### src/hw/rtl/slcp_pkg.sv
// Serial line command parser: shared types, phase codes and keyword tables.
// No dependencies.
package slcp_pkg;

  typedef enum logic [3:0] {
    PH_LEAD     = 4'd0,
    PH_GOT_K    = 4'd1,
    PH_GOT_C    = 4'd2,
    PH_HEX_HI   = 4'd3,
    PH_HEX_LO   = 4'd4,
    PH_KEY_TAIL = 4'd5,
    PH_CMD      = 4'd6,
    PH_REJECT   = 4'd7,
    PH_DONE_NO  = 4'd8,
    PH_DONE_KEY = 4'd9,
    PH_DONE_CMD = 4'd10
  } phase_t;

  typedef enum logic [1:0] {
    KIND_NONE = 2'd0,
    KIND_KEY  = 2'd1,
    KIND_CMD  = 2'd2
  } kind_t;

  typedef enum logic [1:0] {
    CMD_NONE    = 2'd0,
    CMD_AUDIO   = 2'd1,
    CMD_DISPLAY = 2'd2,
    CMD_TOUCH   = 2'd3
  } cmd_t;

  typedef struct packed {
    logic [1:0] line_kind;
    logic [7:0] key_state;
    logic [1:0] command_code;
  } result_t;

  localparam int NUM_KW = 4;
  localparam logic [7:0] CHR_K     = 8'h4B;
  localparam logic [7:0] CHR_C     = 8'h43;
  localparam logic [7:0] CHR_COLON = 8'h3A;

  // Keywords, first character in the top byte.
  localparam logic [63:0] KW_AUDIO   = {"AUDIO", 24'h0};
  localparam logic [63:0] KW_DISPLAY = {"DISPLAY", 8'h0};
  localparam logic [63:0] KW_TOUCH   = "TOUCHCAL";
  localparam logic [63:0] KW_TCAL    = {"TCAL", 32'h0};

  function automatic logic [7:0] kw_char(input logic [1:0] k, input logic [2:0] p);
    logic [63:0] s;
    logic [2:0]  idx;
    case (k)
      2'd0:    s = KW_AUDIO;
      2'd1:    s = KW_DISPLAY;
      2'd2:    s = KW_TOUCH;
      default: s = KW_TCAL;
    endcase
    idx = 3'd7 - p;
    return s[{idx, 3'b000} +: 8];
  endfunction

  function automatic logic [3:0] kw_len(input logic [1:0] k);
    case (k)
      2'd0:    return 4'd5;
      2'd1:    return 4'd7;
      2'd2:    return 4'd8;
      default: return 4'd4;
    endcase
  endfunction

  function automatic logic is_ws(input logic [7:0] b);
    return (b >= 8'd9 && b <= 8'd13) || b == 8'd32;
  endfunction

  // {valid, value}
  function automatic logic [4:0] hex_digit(input logic [7:0] b);
    logic [7:0] v;
    if (b >= 8'h30 && b <= 8'h39) begin
      v = b - 8'h30;
      return {1'b1, v[3:0]};
    end else if (b >= 8'h61 && b <= 8'h66) begin
      v = b - 8'h57;
      return {1'b1, v[3:0]};
    end else if (b >= 8'h41 && b <= 8'h46) begin
      v = b - 8'h37;
      return {1'b1, v[3:0]};
    end
    return 5'd0;
  endfunction

endpackage

### src/hw/rtl/serial_line_command_parser_top.sv
// Serial line command parser, top level: stream ports, parser and result buffer.
// Depends on slcp_pkg, slcp_parser and slcp_out_buf.
//
// One line byte per cycle is accepted; tlast on the input marks the end of the
// line and carries no character. Each end-of-line request produces exactly one
// result, registered through a two-entry output buffer, so input keeps
// flowing while a result waits; input stalls only once two results are waiting.
// Results: tuser holds the line kind (0 unrecognised, 1 key state, 2 command),
// tdata the parsed hex byte and command code.
module serial_line_command_parser_top (
  input  logic        clk,
  input  logic        rst,
  input  logic        s_axis_tvalid,
  output logic        s_axis_tready,
  input  logic [7:0]  s_axis_tdata,   // [7:0] char_byte
  input  logic        s_axis_tlast,   // end_of_line
  output logic        m_axis_tvalid,
  input  logic        m_axis_tready,
  output logic [15:0] m_axis_tdata,   // [7:0] key_state, [9:8] command_code, [15:10] zero
  output logic [1:0]  m_axis_tuser    // [1:0] line_kind
);

  logic              take;
  logic              res_valid;
  logic              can_take;
  slcp_pkg::result_t res;
  slcp_pkg::result_t out_res;

  assign s_axis_tready = can_take;
  assign take          = s_axis_tvalid && can_take;

  slcp_parser u_parser (
    .clk         (clk),
    .rst         (rst),
    .take        (take),
    .char_byte   (s_axis_tdata),
    .end_of_line (s_axis_tlast),
    .res_valid   (res_valid),
    .res         (res)
  );

  slcp_out_buf u_out_buf (
    .clk       (clk),
    .rst       (rst),
    .push      (res_valid),
    .push_data (res),
    .can_take  (can_take),
    .out_valid (m_axis_tvalid),
    .out_ready (m_axis_tready),
    .out_data  (out_res)
  );

  assign m_axis_tdata = {6'd0, out_res.command_code, out_res.key_state};
  assign m_axis_tuser = out_res.line_kind;

endmodule

### src/hw/rtl/slcp_parser.sv
// Serial line command parser: per-byte phase state machine and verdict logic.
// Depends on slcp_pkg.
module slcp_parser (
  input  logic                 clk,
  input  logic                 rst,
  input  logic                 take,
  input  logic [7:0]           char_byte,
  input  logic                 end_of_line,
  output logic                 res_valid,
  output slcp_pkg::result_t    res
);

  slcp_pkg::phase_t phase, phase_next;
  logic [7:0] hex_acc, hex_acc_next;
  logic [3:0] kw_pos, kw_pos_next;
  logic [3:0] kw_cand, kw_cand_next;
  logic       trail_seen, trail_seen_next;

  slcp_pkg::phase_t settled_phase;
  logic [3:0] settled_cand;
  logic [3:0] hit;
  logic [3:0] live;
  logic [4:0] hd;

  always_ff @(posedge clk) begin
    if (rst) begin
      phase      <= slcp_pkg::PH_LEAD;
      hex_acc    <= 8'd0;
      kw_pos     <= 4'd0;
      kw_cand    <= 4'hF;
      trail_seen <= 1'b0;
    end else if (take) begin
      phase      <= phase_next;
      hex_acc    <= hex_acc_next;
      kw_pos     <= kw_pos_next;
      kw_cand    <= kw_cand_next;
      trail_seen <= trail_seen_next;
    end
  end

  // Verdict from the bytes seen so far
  always_comb begin
    for (int i = 0; i < slcp_pkg::NUM_KW; i++) begin
      hit[i] = kw_cand[i] && (slcp_pkg::kw_len(2'(i)) == kw_pos);
      live[i] = kw_cand[i] && (kw_pos < slcp_pkg::kw_len(2'(i))) &&
                (slcp_pkg::kw_char(2'(i), kw_pos[2:0]) == char_byte);
    end
    settled_cand = kw_cand;
    case (phase)
      slcp_pkg::PH_KEY_TAIL: settled_phase = slcp_pkg::PH_DONE_KEY;
      slcp_pkg::PH_CMD: begin
        if (hit != 4'd0) begin
          settled_phase = slcp_pkg::PH_DONE_CMD;
          settled_cand  = hit;
        end else begin
          settled_phase = slcp_pkg::PH_DONE_NO;
        end
      end
      slcp_pkg::PH_DONE_NO, slcp_pkg::PH_DONE_KEY, slcp_pkg::PH_DONE_CMD:
        settled_phase = phase;
      default: settled_phase = slcp_pkg::PH_DONE_NO;
    endcase
  end

  always_comb begin
    phase_next      = phase;
    hex_acc_next    = hex_acc;
    kw_pos_next     = kw_pos;
    kw_cand_next    = kw_cand;
    trail_seen_next = trail_seen;
    hd              = slcp_pkg::hex_digit(char_byte);
    res_valid       = take && end_of_line;
    res.line_kind   = slcp_pkg::KIND_NONE;
    res.key_state   = 8'd0;
    res.command_code = slcp_pkg::CMD_NONE;

    if (end_of_line) begin
      if (settled_phase == slcp_pkg::PH_DONE_KEY) begin
        res.line_kind = slcp_pkg::KIND_KEY;
        res.key_state = hex_acc;
      end else if (settled_phase == slcp_pkg::PH_DONE_CMD) begin
        res.line_kind = slcp_pkg::KIND_CMD;
        if (settled_cand[0]) res.command_code = slcp_pkg::CMD_AUDIO;
        else if (settled_cand[1]) res.command_code = slcp_pkg::CMD_DISPLAY;
        else if (settled_cand[2] || settled_cand[3]) res.command_code = slcp_pkg::CMD_TOUCH;
        else res.command_code = slcp_pkg::CMD_NONE;
      end
      phase_next      = slcp_pkg::PH_LEAD;
      hex_acc_next    = 8'd0;
      kw_pos_next     = 4'd0;
      kw_cand_next    = 4'hF;
      trail_seen_next = 1'b0;
    end else if (phase >= slcp_pkg::PH_DONE_NO) begin
      phase_next = phase;
    end else if (char_byte == 8'd0) begin
      phase_next   = settled_phase;
      kw_cand_next = settled_cand;
    end else begin
      case (phase)
        slcp_pkg::PH_LEAD: begin
          if (!slcp_pkg::is_ws(char_byte)) begin
            if (char_byte == slcp_pkg::CHR_K) phase_next = slcp_pkg::PH_GOT_K;
            else if (char_byte == slcp_pkg::CHR_C) phase_next = slcp_pkg::PH_GOT_C;
            else phase_next = slcp_pkg::PH_REJECT;
          end
        end
        slcp_pkg::PH_GOT_K:
          phase_next = (char_byte == slcp_pkg::CHR_COLON) ? slcp_pkg::PH_HEX_HI
                                                          : slcp_pkg::PH_REJECT;
        slcp_pkg::PH_GOT_C: begin
          if (char_byte == slcp_pkg::CHR_COLON) begin
            phase_next      = slcp_pkg::PH_CMD;
            kw_pos_next     = 4'd0;
            kw_cand_next    = 4'hF;
            trail_seen_next = 1'b0;
          end else begin
            phase_next = slcp_pkg::PH_REJECT;
          end
        end
        slcp_pkg::PH_HEX_HI: begin
          if (hd[4]) begin
            hex_acc_next = {4'd0, hd[3:0]};
            phase_next   = slcp_pkg::PH_HEX_LO;
          end else begin
            phase_next = slcp_pkg::PH_REJECT;
          end
        end
        slcp_pkg::PH_HEX_LO: begin
          if (hd[4]) begin
            hex_acc_next = {hex_acc[3:0], hd[3:0]};
            phase_next   = slcp_pkg::PH_KEY_TAIL;
          end else begin
            phase_next = slcp_pkg::PH_REJECT;
          end
        end
        slcp_pkg::PH_KEY_TAIL:
          if (!slcp_pkg::is_ws(char_byte)) phase_next = slcp_pkg::PH_REJECT;
        slcp_pkg::PH_CMD: begin
          if (slcp_pkg::is_ws(char_byte)) begin
            trail_seen_next = 1'b1;
          end else if (trail_seen) begin
            phase_next = slcp_pkg::PH_REJECT;
          end else begin
            kw_cand_next = live;
            if (kw_pos != 4'hF) kw_pos_next = kw_pos + 4'd1;
          end
        end
        default: phase_next = slcp_pkg::PH_REJECT;
      endcase
    end
  end

  a_eol_resets: assert property (@(posedge clk) disable iff (rst)
    take && end_of_line |=> phase == slcp_pkg::PH_LEAD && kw_cand == 4'hF)
    else $error("line state not cleared after end of line");
  a_done_sticks: assert property (@(posedge clk) disable iff (rst)
    take && !end_of_line && phase >= slcp_pkg::PH_DONE_NO |=> $stable(phase))
    else $error("settled verdict changed before end of line");
  a_key_zero: assert property (@(posedge clk) disable iff (rst)
    res_valid && res.line_kind != slcp_pkg::KIND_KEY |-> res.key_state == 8'd0)
    else $error("key byte set on a non-key line");
  a_cmd_code: assert property (@(posedge clk) disable iff (rst)
    res_valid |-> (res.line_kind == slcp_pkg::KIND_CMD) ==
                  (res.command_code != slcp_pkg::CMD_NONE))
    else $error("command code does not agree with line kind");

endmodule

### src/hw/rtl/slcp_out_buf.sv
// Serial line command parser: two-entry result register with skid stage.
// Depends on slcp_pkg.
module slcp_out_buf (
  input  logic              clk,
  input  logic              rst,
  input  logic              push,
  input  slcp_pkg::result_t push_data,
  output logic              can_take,
  output logic              out_valid,
  input  logic              out_ready,
  output slcp_pkg::result_t out_data
);

  logic              main_valid;
  logic              skid_valid;
  slcp_pkg::result_t main_data;
  slcp_pkg::result_t skid_data;

  assign can_take  = !skid_valid;
  assign out_valid = main_valid;
  assign out_data  = main_data;

  always_ff @(posedge clk) begin
    if (rst) begin
      main_valid <= 1'b0;
      skid_valid <= 1'b0;
    end else if (!main_valid || out_ready) begin
      if (skid_valid) begin
        main_valid <= 1'b1;
        skid_valid <= 1'b0;
      end else begin
        main_valid <= push;
      end
    end else if (push) begin
      skid_valid <= 1'b1;
    end
  end

  always_ff @(posedge clk) begin
    if (!main_valid || out_ready) begin
      main_data <= skid_valid ? skid_data : push_data;
    end else if (push) begin
      skid_data <= push_data;
    end
  end

  a_skid_behind_main: assert property (@(posedge clk) disable iff (rst)
    skid_valid |-> main_valid)
    else $error("skid entry held with empty output register");
  a_no_push_when_full: assert property (@(posedge clk) disable iff (rst)
    skid_valid |-> !push)
    else $error("result pushed into full buffer");
  a_skid_drains: assert property (@(posedge clk) disable iff (rst)
    skid_valid && out_ready |=> main_valid && !skid_valid)
    else $error("skid entry not moved on");

endmodule
### config.mk
export PLATFORM = sky130hd
export DESIGN_NAME = serial_line_command_parser_top
export DESIGN_NICKNAME = d
export VERILOG_FILES = /design/src/hw/rtl/slcp_pkg.sv /design/src/hw/rtl/serial_line_command_parser_top.sv /design/src/hw/rtl/slcp_parser.sv /design/src/hw/rtl/slcp_out_buf.sv
export SDC_FILE = /design/constraint.sdc
export NUM_CORES = 1
export LEC_CHECK = 0
export BUFFER_PORTS_ARGS = -buffer_cell sky130_fd_sc_hd__buf_2
export CORE_ASPECT_RATIO = 0.8
export CORE_MARGIN = 8
export CORE_UTILIZATION = 45
export CTS_BUF_LIST = sky130_fd_sc_hd__clkbuf_4 sky130_fd_sc_hd__clkbuf_8
export CTS_CLUSTER_SIZE = 28
export DETAILED_ROUTE_END_ITERATION = 12
export GPL_ROUTABILITY_DRIVEN = 0
export SLEW_MARGIN = 15
export SYNTH_ARGS = -nofsm -noshare
export SYNTH_HDL_FRONTEND = slang
export SYNTH_SLANG_ARGS = --single-unit
### constraint.sdc
create_clock -name clk -period 5.4 [get_ports clk]
set_input_delay 0.54 -clock clk [delete_from_list [all_inputs] [get_ports clk]]
set_output_delay 0.54 -clock clk [all_outputs]
set_load 0.005 [all_outputs]
* Word-level counts from Yosys, hierarchy flattened
Index checks and enable logic that the tools add are counted.
** Cells by class
- Eq/ne operators :: 39
- Add/sub/neg operators :: 5
- Reduce and logical (&&, ||, !) cells :: 37
- Shift operators :: 4
- Muxes and demuxes :: 63
- Bitwise operators :: 1
- $lt $le $gt $ge :: 13
** Operators by type and width (number)
- 64-bit by 7-bit indexed part select with 8-bit output (first input constant) :: 4
- 4-bit two-way mux :: 23
- 8-bit two-way mux :: 6
- 8-bit == test :: 4
- 4-bit one-hot mux with 7 select lines :: 1
- 12-bit two-way mux :: 2
- 6-bit AND reduction :: 4
- 4-bit == test (second input constant) :: 5
- 2-bit two-way mux :: 10
- 5-bit two-way mux :: 4
- 1-bit logical AND :: 18
- 8-bit by 6-bit == test with 1-bit output (second input constant) :: 2
- 8-bit by 7-bit == test with 1-bit output (second input constant) :: 2
- 8-bit by 7-bit greater-or-equal comparator with 1-bit output (second input constant) :: 2
- 8-bit by 7-bit <= comparator with 1-bit output (second input constant) :: 2
- 4-bit one-hot mux with 2 select lines :: 2
- 8-bit one-hot mux with 2 select lines :: 1
- 3-bit by 2-bit != test with 1-bit output (second input constant) :: 5
- 3-bit by 4-bit == test with 1-bit output (first input constant) :: 3
- 4-bit by 3-bit == test with 1-bit output (second input constant) :: 3
- 4-bit by 3-bit less-than comparator with 1-bit output (second input constant) :: 3
- 4-bit by 3-bit != test with 1-bit output (second input constant) :: 3
- 4-bit one-hot mux with 3 select lines :: 1
- 1-bit two-way mux :: 10
- other kinds (30) :: 42
** Word-level totals
- Output and inout port bits :: 20
- Word-level logic and storage cells :: 175
- Flip-flop bits (word level) :: 47

* Longest topological paths before layout
Gate-level depths: netlist of run 1.
- Depth after elaboration :: 13
- Gate-level depth with buffers :: 10
- Depth with buffers taken out :: 8

* Cells and area by module
Synthesis of run 1 repeated with hierarchy kept, for this count alone.
** Unflattened totals
- Cells, all modules :: 360
- Area, all modules :: 3365.7 um^2
** Modules (own cells, without submodules)
- slcp_parser :: area each 2372.3 um^2, times used 1, cells an instance 306
- slcp_out_buf :: area each 938.4 um^2, times used 1, cells an instance 46
- serial_line_command_parser_top :: area each 55.1 um^2, times used 1, cells an instance 8

* Least setup slack after synthesis of run 1
OpenSTA, ideal clock, no wires.
- Path type :: input to register
- Start :: in s_axis_tdata[0]
- End :: reg u_parser.phase[2]
- Buffers on the path :: 1
- Cell stages on the path :: 9
- Slack :: 2.824 ns
- Data arrival time :: 2.446 ns
- Cell sequence :: clkbuf_1 > inv_1 > ha_1 > nor4bb_1 > a21oi_1 > a21oi_2 > a2111oi_4 > mux2i_1 > nor3_2
** On the way
- Word-level cells in the longest chain between the ends :: 8
** Ends and longest elaborated chain
- start, declared :: line serial_line_command_parser_top.sv:15 : input logic [7:0] s_axis_tdata,
- 8-bit by 7-bit == test with 1-bit output :: line slcp_parser.sv:103 : else if (char_byte == slcp_pkg::CHR_C) phase_next = slcp_pkg::PH_GOT_C;
- 3-bit two-way mux :: line slcp_parser.sv:103
- 4-bit two-way mux :: line slcp_parser.sv:102 : if (char_byte == slcp_pkg::CHR_K) phase_next = slcp_pkg::PH_GOT_K;
- 4-bit two-way mux :: line slcp_parser.sv:101 : if (!slcp_pkg::is_ws(char_byte)) begin
- 4-bit one-hot mux with 7 select lines :: line slcp_parser.sv:99 : case (phase)
- 4-bit two-way mux :: line slcp_parser.sv:95 : end else if (char_byte == 8'd0) begin
- 4-bit two-way mux :: line slcp_parser.sv:93 : end else if (phase >= slcp_pkg::PH_DONE_NO) begin
- 4-bit two-way mux :: line slcp_parser.sv:77 : if (end_of_line) begin
- end signal, assigned :: line slcp_parser.sv:27 : phase <= slcp_pkg::PH_LEAD;
- end signal, assigned :: line slcp_parser.sv:33 : phase <= phase_next;
- end, declared :: line slcp_parser.sv:13 : slcp_pkg::phase_t phase, phase_next;
Several ways; a longest one is shown, not always the timed one. The select of a mux whose other input is x is not followed.
A chain may end at the register's enable or synchronous reset.

==> results of run 1 <==
==> cells in the final DEF (no fill, tap or decap), types with 6 or more instances in the layout <==
master / n
o21ai_0: 14
and3_1: 10
inv_1: 13
nor2_1: 22
conb_1: 6
dfxtp_1: 23
xor2_1: 7
mux2i_1: 8
o31ai_1: 8
ha_1: 11
a21oi_1: 22
a31oi_1: 7
nor3_1: 9
nand2_1: 22
mux2_2: 12
nand4_1: 7
xnor2_1: 6
edfxtp_1: 24
buf_2: 26
==> cell families (layout without fill, tap and decap cells) <==
logic type | Yosys count | in the layout | share of synthesized area, %
flip-flops | 47 | 47 | 35.1
adder cells (fa/ha/maj) | 11 | 11 | 4.09
buffers and inverters | 48 | 47 | 6.91
AND/OR/NAND/NOR | 122 | 122 | 22.1
other | 1 | 6 | 0.111
multiplexers | 20 | 20 | 6.39
AO/OA/AOI/OAI | 101 | 101 | 22.0
XOR/XNOR | 13 | 13 | 3.38
==> metrics by stage <==
stage	cell area [sq um]	setup slack, ns	hold slack (ns)	std cells
global route	3580	2.28	0.485	457
CTS	3580	2.55	0.463	457
detailed placement	3450	2.54	0.447	449
global placement	3450	2.58	0.449	449
floorplan	3390	2.82	0.430	368
finish	3580	2.51	0.461	457
==> metal layers <==
| layer | wire, microns | up-vias | part of all wire [%] | global-route usage [%] |
|---|---|---|---|---|
| met3 | 387 | 11 | 4.6 | 3.41 |
| li1 | - | 1357 | - | - |
| met5 | 0 | - | 0 | 0 |
| met4 | 93 | 0 | 1.1 | 3.70 |
| met1 | 4270 | 1340 | 50 | 23.0 |
| met2 | 3710 | 67 | 44 | 25.0 |
==> power groups by stage <==
stage / Combinational (mW) / Sequential [mW] / Clock, mW
finish: 0.0897 / 0.389 / 0.310
global route: 0.0992 / 0.391 / 0.329
CTS: 0.0883 / 0.389 / 0.315
detailed placement: 0.0872 / 0.397 / 0
global placement: 0.0870 / 0.397 / 0
floorplan: 0.0709 / 0.393 / 0
==> final cells by class <==
type	instances	area [sq um]	area share (%)
Tap cell	90	113	3.14
Clock buffer	6	76.3	2.13
Timing Repair Buffer	26	130	3.63
Sequential cell	47	1180	33.0
Multi-Input combinational cell	273	1970	55.1
Inverter	13	48.8	1.36
Clock inverter	2	60.1	1.68
==> registers in the layout, indices dropped and copies added, names as in the netlist <==
| name | flops |
|---|---|
| u_parser.kw_pos | 4 |
| u_parser.hex_acc | 8 |
| u_parser.trail_seen | 1 |
| u_out_buf.out_valid | 1 |
| u_parser.kw_cand | 4 |
| u_out_buf.skid_valid | 1 |
| u_out_buf.skid_data | 12 |
| u_parser.phase | 4 |
| u_out_buf.out_data | 12 |
==> path summary, 6_finish.rpt <==
| kind | cells after the start | endpoint | from | slack [ns] |
|---|---|---|---|---|
| min | 2 | u_parser.hex_acc[7] | u_parser.hex_acc[7] | 0.46 |
| min reg2reg | 2 | u_parser.hex_acc[7] | u_parser.hex_acc[7] | 0.46 |
| max reg2reg | 8 | u_out_buf.out_data[0] | u_parser.kw_pos[0] | 2.51 |
| max | 8 | u_out_buf.out_data[0] | u_parser.kw_pos[0] | 2.51 |
==> worst max-delay path, stage by stage, from the launching register on <==
cell	delay, ns
dfxtp_1	0.48
inv_1	0.17
ha_1	0.40
and4b_1	0.26
a211oi_1	0.53
o31a_1	0.28
a21oi_1	0.06
o21a_1	0.21
mux2_2	0.26
==> flow_summary.yaml, run 1 <==
outcome:
  status: "finished, final reports clean"
clock_network:
  path_clk_slew_ns: 0.09
  insertion_delay_ns: 0.30
  htree_levels: 2
  clockRootBuffer: "clkbuf_8"
  cts_made_buffers: 5
  cts_tree: "built"
  post_cts_buffers: 0
  ctsHoldBuffers: 0
  cts_sinks: 47
  cts.path.max_buffers: 2
  ctsResizeCount: 0
power_and_ir_drop:
  power_frac_seq_pct: 49.3
  p_per_area_nw_per_um2: 220
  leakagePower_nw: 1.39
  total_power_mw: 0.790
  internal_power_mw: 0.603
  clkPwrFrac_pct: 39.3
  irDropWorstVdd_mv: 0.130
  p_comb_share_pct: 11.4
  switching_share_pct: 23.7
  p_sw_mw: 0.187
timing:
  fmax_mhz: 347
  fin_setup_tns_ns: 0
  finalSetupViolCount: 0
  fin_crit_sh_pct: 53.4
  hold_viol: 0
  fin_worst_skew_ns: 0.00795
  relSlewSlack_pct: 34.3
  slew_violations: 0
  tightest_slew_ns: 0.981
  period_minus_slack_ns: 2.89
  rsz0062_at_grt: "false"
route:
  drtPass1Iterations: 4
  wire_per_inst_microns: 18.5
  num_vias: 2775
  ant_nets: 0
  via_per_inst: 6.07
  drtIter0Drc: 249
  wl_microns: 8460
  drc: 0
finish:
  syn_to_final_growth_pct: 6.35
  post-route-util_pct: 48.9
  antenna-diode-count: 0
  drive_gt1_share_pct: 18.3
  nFillCells: 698
  final_nets: 390
floorplanning:
  die_y_microns: 93.4
  core_area_sq_um: 7320
  die_x_microns: 113
  io_pins: 33
  num_rows: 28
  initial_core_util_pct: 46.0
  die_area_sq_um: 10500
yosys:
  synthTopCellsByArea: "edfxtp_1 (21%), dfxtp_1 (14%), ha_1 (4.1%)"
  yosysTopAreaCellShare_pct: 21.4
  synth_seq_cells: 47
  synth-edff-count: 24
  synth_area_per_cell_sq_um: 9.28
  synth_flop_cell: "edfxtp_1"
  ys_top_cells_by_count: "edfxtp_1 (24), dfxtp_1 (23), a21oi_1 (22), nand2_1 (22), nor2_1 (22)"
  synthArstFlopShare_pct: 0
  syn_area_sq_um: 3370
  yosys.area.top_type: "edfxtp_1"
  synth_cells: 363
  yosysWarningCount: 0
  synth_cell_type_count: 75
  ys_seq_area_share_pct: 35.1
  yosysMostFrequentCell: "edfxtp_1"
setup_path:
  cp.required_ns: 5.46
  worstPathMaxFanout: 15
  worstSetupPathType: "flop to flop"
  critical_path.startpoint_type: "flop"
  critical_path_arrival_ns: 2.94
  worstSetupEndpointType: "flop"
global_routing:
  grt_pass1_vias: 2726
  grt_pass1_wl_microns: 14100
  antenna_found_initial: 0
  grt_start_max_net_pins: 28
  track_usage_pct: 16.3
  gr-total-overflow: 0
job:
  drv_cap: 0
placement:
  dp_hpwl_microns: 5930
  portBuffers: 26
min_path:
  min_path_type: "flop to flop"
(Power assumes the default switching activity.)
==> inputs of run 2 (changes only) <==
Settings changed: PLACE_DENSITY set to 0.66.
Clock period 5.4 ns to 2.6 ns, I/O delays scaled along.
==> run 2 against run 1 <==
Compared with the run above:
- die area stayed put
- worst hold slack worse by 0.18 ns
- final cell count grew 4.6%
- clock power increased by 42%
- first-iteration DRC count rose by 18%
- global-route usage about the same
- largest power group unchanged
- critical endpoint is now u_out_buf.out_data[1]
- worst setup slack worse by 2.3 ns
- highest routed layer unchanged
- sequential power is 110% higher
- clock-buffer cell count is 1 lower
==> flow_summary.yaml, run 2 (synthesis gave the netlist of run 1 again) <==
finish:
  syn_to_final_growth_pct: 9.62
  layout_commonest_cell: "buf_2"
  drive_gt1_share_pct: 22.7
  post-route-util_pct: 50.4
  instances_no_fill: 478
  final_cell_mix: "buf_2 (26), edfxtp_1 (24), dfxtp_1 (23)"
  final_nets: 411
  antenna-diode-count: 0
timing:
  fmax_mhz: 423
  finalSetupViolCount: 0
  tightest_slew_ns: 0.712
  fin_setup_tns_ns: 0
  slew_violations: 0
  hold_viol: 0
  fin_crit_sh_pct: 90.9
  period_minus_slack_ns: 2.36
  relSlewSlack_pct: 52.5
  fin_worst_skew_ns: 0.00572
  whs_ns: 0.283
  setup_ws_ns: 0.237
  rsz0062_at_grt: "false"
setup_path:
  rr_worst_depth: 9
  cp.required_ns: 2.65
  worstSetupPathType: "flop to flop"
  r2r-end: "u_out_buf.out_data[1]"
  cp_slowest_cell: "dfxtp_1"
  critical_path_arrival_ns: 2.41
  cpPeakStageDelay_ns: 0.41
  timing.rr.start: "u_parser.kw_pos[0]"
  critical_path.startpoint_type: "flop"
  worst-r2r-setup-slack_ns: 0.24
  worstPathMaxFanout: 5
  cp_cell_sequence: "inv_1, ha_1, and4b_1, a211oi_1, buf_4, nor2_1, a21boi_0, nand2b_1, o31ai_1"
  worstSetupEndpointType: "flop"
clock_network:
  clockRootBuffer: "clkbuf_8"
  htree_levels: 2
  ctsResizeCount: 0
  cts_sinks: 47
  cts_made_buffers: 5
  insertion_delay_ns: 0.30
  cts.path.max_buffers: 2
  path_clk_slew_ns: 0.09
  post_cts_buffers: 0
  cts_tree: "built"
  ctsHoldBuffers: 0
global_routing:
  grt_start_max_net_pins: 21
  gr-total-overflow: 0
  grt_pass1_vias: 2813
  track_usage_pct: 16.3
  grt_pass1_wl_microns: 14300
  antenna_found_initial: 0
floorplanning:
  initial_core_util_pct: 46.0
  num_rows: 28
  die_area_sq_um: 10500
  die_x_microns: 113
  die_y_microns: 93.4
  io_pins: 33
  core_area_sq_um: 7320
placement:
  post-place-cells: 470
  dp_hpwl_microns: 6150
  dp_slack_ns: 0.169
  portBuffers: 26
job:
  drv_cap: 0
route:
  drc: 0
  wl_microns: 8390
  num_vias: 2892
  ant_nets: 0
  drtIter0Drc: 295
  drtPass1Iterations: 5
  wire_per_inst_microns: 17.6
  via_per_inst: 6.05
outcome:
  status: "finished, final reports clean"
power_and_ir_drop:
  leakagePower_nw: 1.46
  p_per_area_nw_per_um2: 391
  irDropWorstVdd_mv: 0.245
min_path:
  min_to: "u_parser.hex_acc[2]"
  min_path_type: "input port to flop"
  holdCritStartpoint: "rst"
  hold_depth: 3
-- run 2: changes by cell type in the layout (fill, tap and decap cells not counted), sizes merged --
cell	delta
clkinv	+1
clkbuf	-1
bufinv	-2
buf	+21
clkinvlp	+2
-- run 2: worst max-delay path by stage --
stage,from,end,slack [ns]
after floorplan,u_parser.kw_pos[1],u_out_buf.out_data[0],0.26
after global placement,s_axis_tdata[0],u_parser.kw_cand[2],0.26
after detailed placement,s_axis_tdata[0],u_parser.phase[2],0.17
after CTS,u_parser.kw_pos[0],u_out_buf.out_data[1],0.27
after global routing,u_parser.kw_pos[0],u_out_buf.out_data[1],0.11
final,u_parser.kw_pos[0],u_out_buf.out_data[1],0.24
-- run 2: power by group --
part	switching, mW	internal (mW)
combinational	0.122	0.0770
clock	0.252	0.187
sequential	0.0171	0.789
-- run 2: routing by layer --
| layer | up-vias | part of all wire [%] | global-route usage [%] |
|---|---|---|---|
| met5 | - | 0 | 0 |
| met3 | 6 | 5.8 | 2.70 |
| li1 | 1405 | - | - |
| met4 | 0 | 0.86 | 3.70 |
| met2 | 100 | 43 | 24.1 |
| met1 | 1381 | 51 | 24.1 |
-- run 2: worst max-delay path: cells and delay by family, from the launching register on --
kind	cells	cell delay [ns]
flops	1	0.41
fa+ha+maj	1	0.27
buf+inv	2	0.31
simple gates	3	0.45
compound gates	3	0.68
-- run 2: cell type report --
type / instances / area (sq um)
repair buffers: 47 / 288
clock buffers: 5 / 68.8
inverters: 13 / 48.8
flip-flops and latches: 47 / 1180
multi-input cells: 273 / 1970
well taps: 90 / 113
fillers: 679 / 3630
clock inverters: 3 / 20.0
-- run 2: stage by stage --
stage,power [mW],instance area [sq um]
6_report,1.45,3690
5_1_grt,1.51,3690
4_1_cts,1.45,3690
3_5_place_dp,1.02,3600
3_3_place_gp,1.02,3600
2_1_floorplan,0.963,3390
==> inputs of run 3 (changes only) <==
Settings changed: CORE_UTILIZATION 45 to 56, PLACE_DENSITY 0.66 to 0.79, TNS_END_PERCENT set to 5.
==> run 3 against run 2 <==
Compared with the run above:
- combinational power fell by 3%
- clock skew is 0.0018 ns lower
- non-clock buffer count fell by 5
- largest cell class unchanged
==> flow_summary.yaml, run 3 (synthesis gave the netlist of run 1 again) <==
outcome:
  status: "finished, final reports clean"
setup_path:
  critical-path-top-delay-family: "compound AO/OA/AOI/OAI gates"
  worstPathMaxFanout: 7
  cp.required_ns: 2.66
  cp_cell_sequence: "ha_1, a22o_1, a211oi_2, o31ai_1, a21oi_1, o21a_1, mux2_2"
  critical_path.startpoint_type: "flop"
  worstSetupPathType: "flop to flop"
  path_buf_inv: 0
  worstSetupEndpointType: "flop"
  critical_path_arrival_ns: 2.45
  cpPeakStageDelay_ns: 0.51
  cp_slowest_cell: "dfxtp_1"
timing:
  tightest_slew_ns: 0.593
  finalSetupViolCount: 0
  relSlewSlack_pct: 60.4
  whs_ns: 0.327
  hold_viol: 0
  fin_crit_sh_pct: 92.1
  slew_violations: 0
  fmax_mhz: 418
  fin_worst_skew_ns: 0.00393
  fin_setup_tns_ns: 0
  period_minus_slack_ns: 2.39
  rsz0062_at_grt: "false"
finish:
  seq_area_sq_um: 1180
  drive_gt1_share_pct: 21.7
  final_nets: 406
  layout_commonest_cell: "buf_2"
  nFillCells: 486
  antenna-diode-count: 0
  final_cell_mix: "buf_2 (26), edfxtp_1 (24), dfxtp_1 (23)"
  syn_to_final_growth_pct: 8.21
  multi_input_comb_area_sq_um: 1980
clock_network:
  insertion_delay_ns: 0.30
  cts.path.max_buffers: 2
  htree_levels: 2
  path_clk_slew_ns: 0.08
  cts_sinks: 47
  post_cts_buffers: 0
  cts_tree: "built"
  cts_made_buffers: 5
  clockRootBuffer: "clkbuf_8"
floorplanning:
  num_rows: 25
  die_area_sq_um: 8770
  initial_core_util_pct: 57.6
  die_y_microns: 85.4
  core_area_sq_um: 5850
  die_x_microns: 103
  io_pins: 33
min_path:
  min_path_type: "input port to flop"
global_routing:
  gr-total-overflow: 0
  grt_start_max_net_pins: 25
  antenna_found_initial: 0
  grt_pass1_wl_microns: 13800
  track_usage_pct: 19.6
  grt_pass1_vias: 2758
placement:
  dp_hpwl_microns: 6280
  portBuffers: 26
power_and_ir_drop:
  leakagePower_nw: 1.44
  irDropWorstVdd_mv: 0.367
  p_per_area_nw_per_um2: 393
route:
  drtIter0Drc: 255
  wire_per_inst_microns: 18.1
  via_per_inst: 6.32
  drc: 0
  ant_nets: 0
  drtPass1Iterations: 5
  num_vias: 2932
  wl_microns: 8400
job:
  drv_cap: 0
## run 3: cell count changes in the layout (fill, tap and decap cells not counted)
cell,previous run,this run
a211oi_1,4,3
a211oi_2,1,2
buf_4,21,16
clkbuf_4,0,1
clkinv_1,0,1
clkinvlp_4,2,0
## run 3: metrics by stage
stage	setup slack, ns	cell area, sq um	std cells	total power, mW	utilization (%)
final	0.206	3640	464	1.43	62.3
after global routing	0.0566	3640	464	1.49	62.3
after CTS	0.0906	3640	464	1.44	62.2
after detailed placement	0.0855	3550	456	1.02	60.8
after global placement	0.161	3550	456	1.01	60.8
after floorplan	0.257	3390	368	0.963	-
## run 3: what timing repair did
action | 4_1_cts | 5_1_grt
hold buffers | 0 | 0
setup endpoints to repair | 0 | 4
resized for setup | 0 | 1
## run 3: worst reg2reg max path, delay by kind of cell, from the launching register on
family	cells	cell delay (ns)
compound gates	5	1.05
fa+ha+maj	1	0.33
flops	1	0.51
mux	1	0.26
## run 3: final cells by class
class | instances | area share [%]
multi-input combinational | 273 | 54.3
inverter | 13 | 1.34
tap | 81 | 2.78
timing repair buffer | 42 | 6.87
sequential | 47 | 32.4
clock buffer | 6 | 2.09
clock inverter | 2 | 0.240
## run 3: final timing paths
path                  startpoint                     to  slack, ns  cells past startpoint
min                s_axis_tvalid   u_out_buf.skid_valid       0.33                      3
max reg2reg   u_parser.kw_pos[0]  u_out_buf.out_data[0]       0.21                      7
max           u_parser.kw_pos[0]  u_out_buf.out_data[0]       0.21                      7
min reg2reg  u_parser.hex_acc[7]    u_parser.hex_acc[7]       0.46                      2
## run 3: power by group
part           leakage (nW)  switching (mW)  internal [mW]  total, mW
sequential            0.449          0.0214          0.789      0.810
combinational         0.948           0.119         0.0752      0.194
clock                0.0460           0.232          0.196      0.428
total                  1.44           0.372           1.06       1.43
## run 3: per-layer routing
metal | track usage [%] | part of all wire (%)
met5 | 0 | 0
met4 | 5.59 | 1.9
met3 | 4.91 | 8.8
met2 | 28.8 | 45
met1 | 27.5 | 44
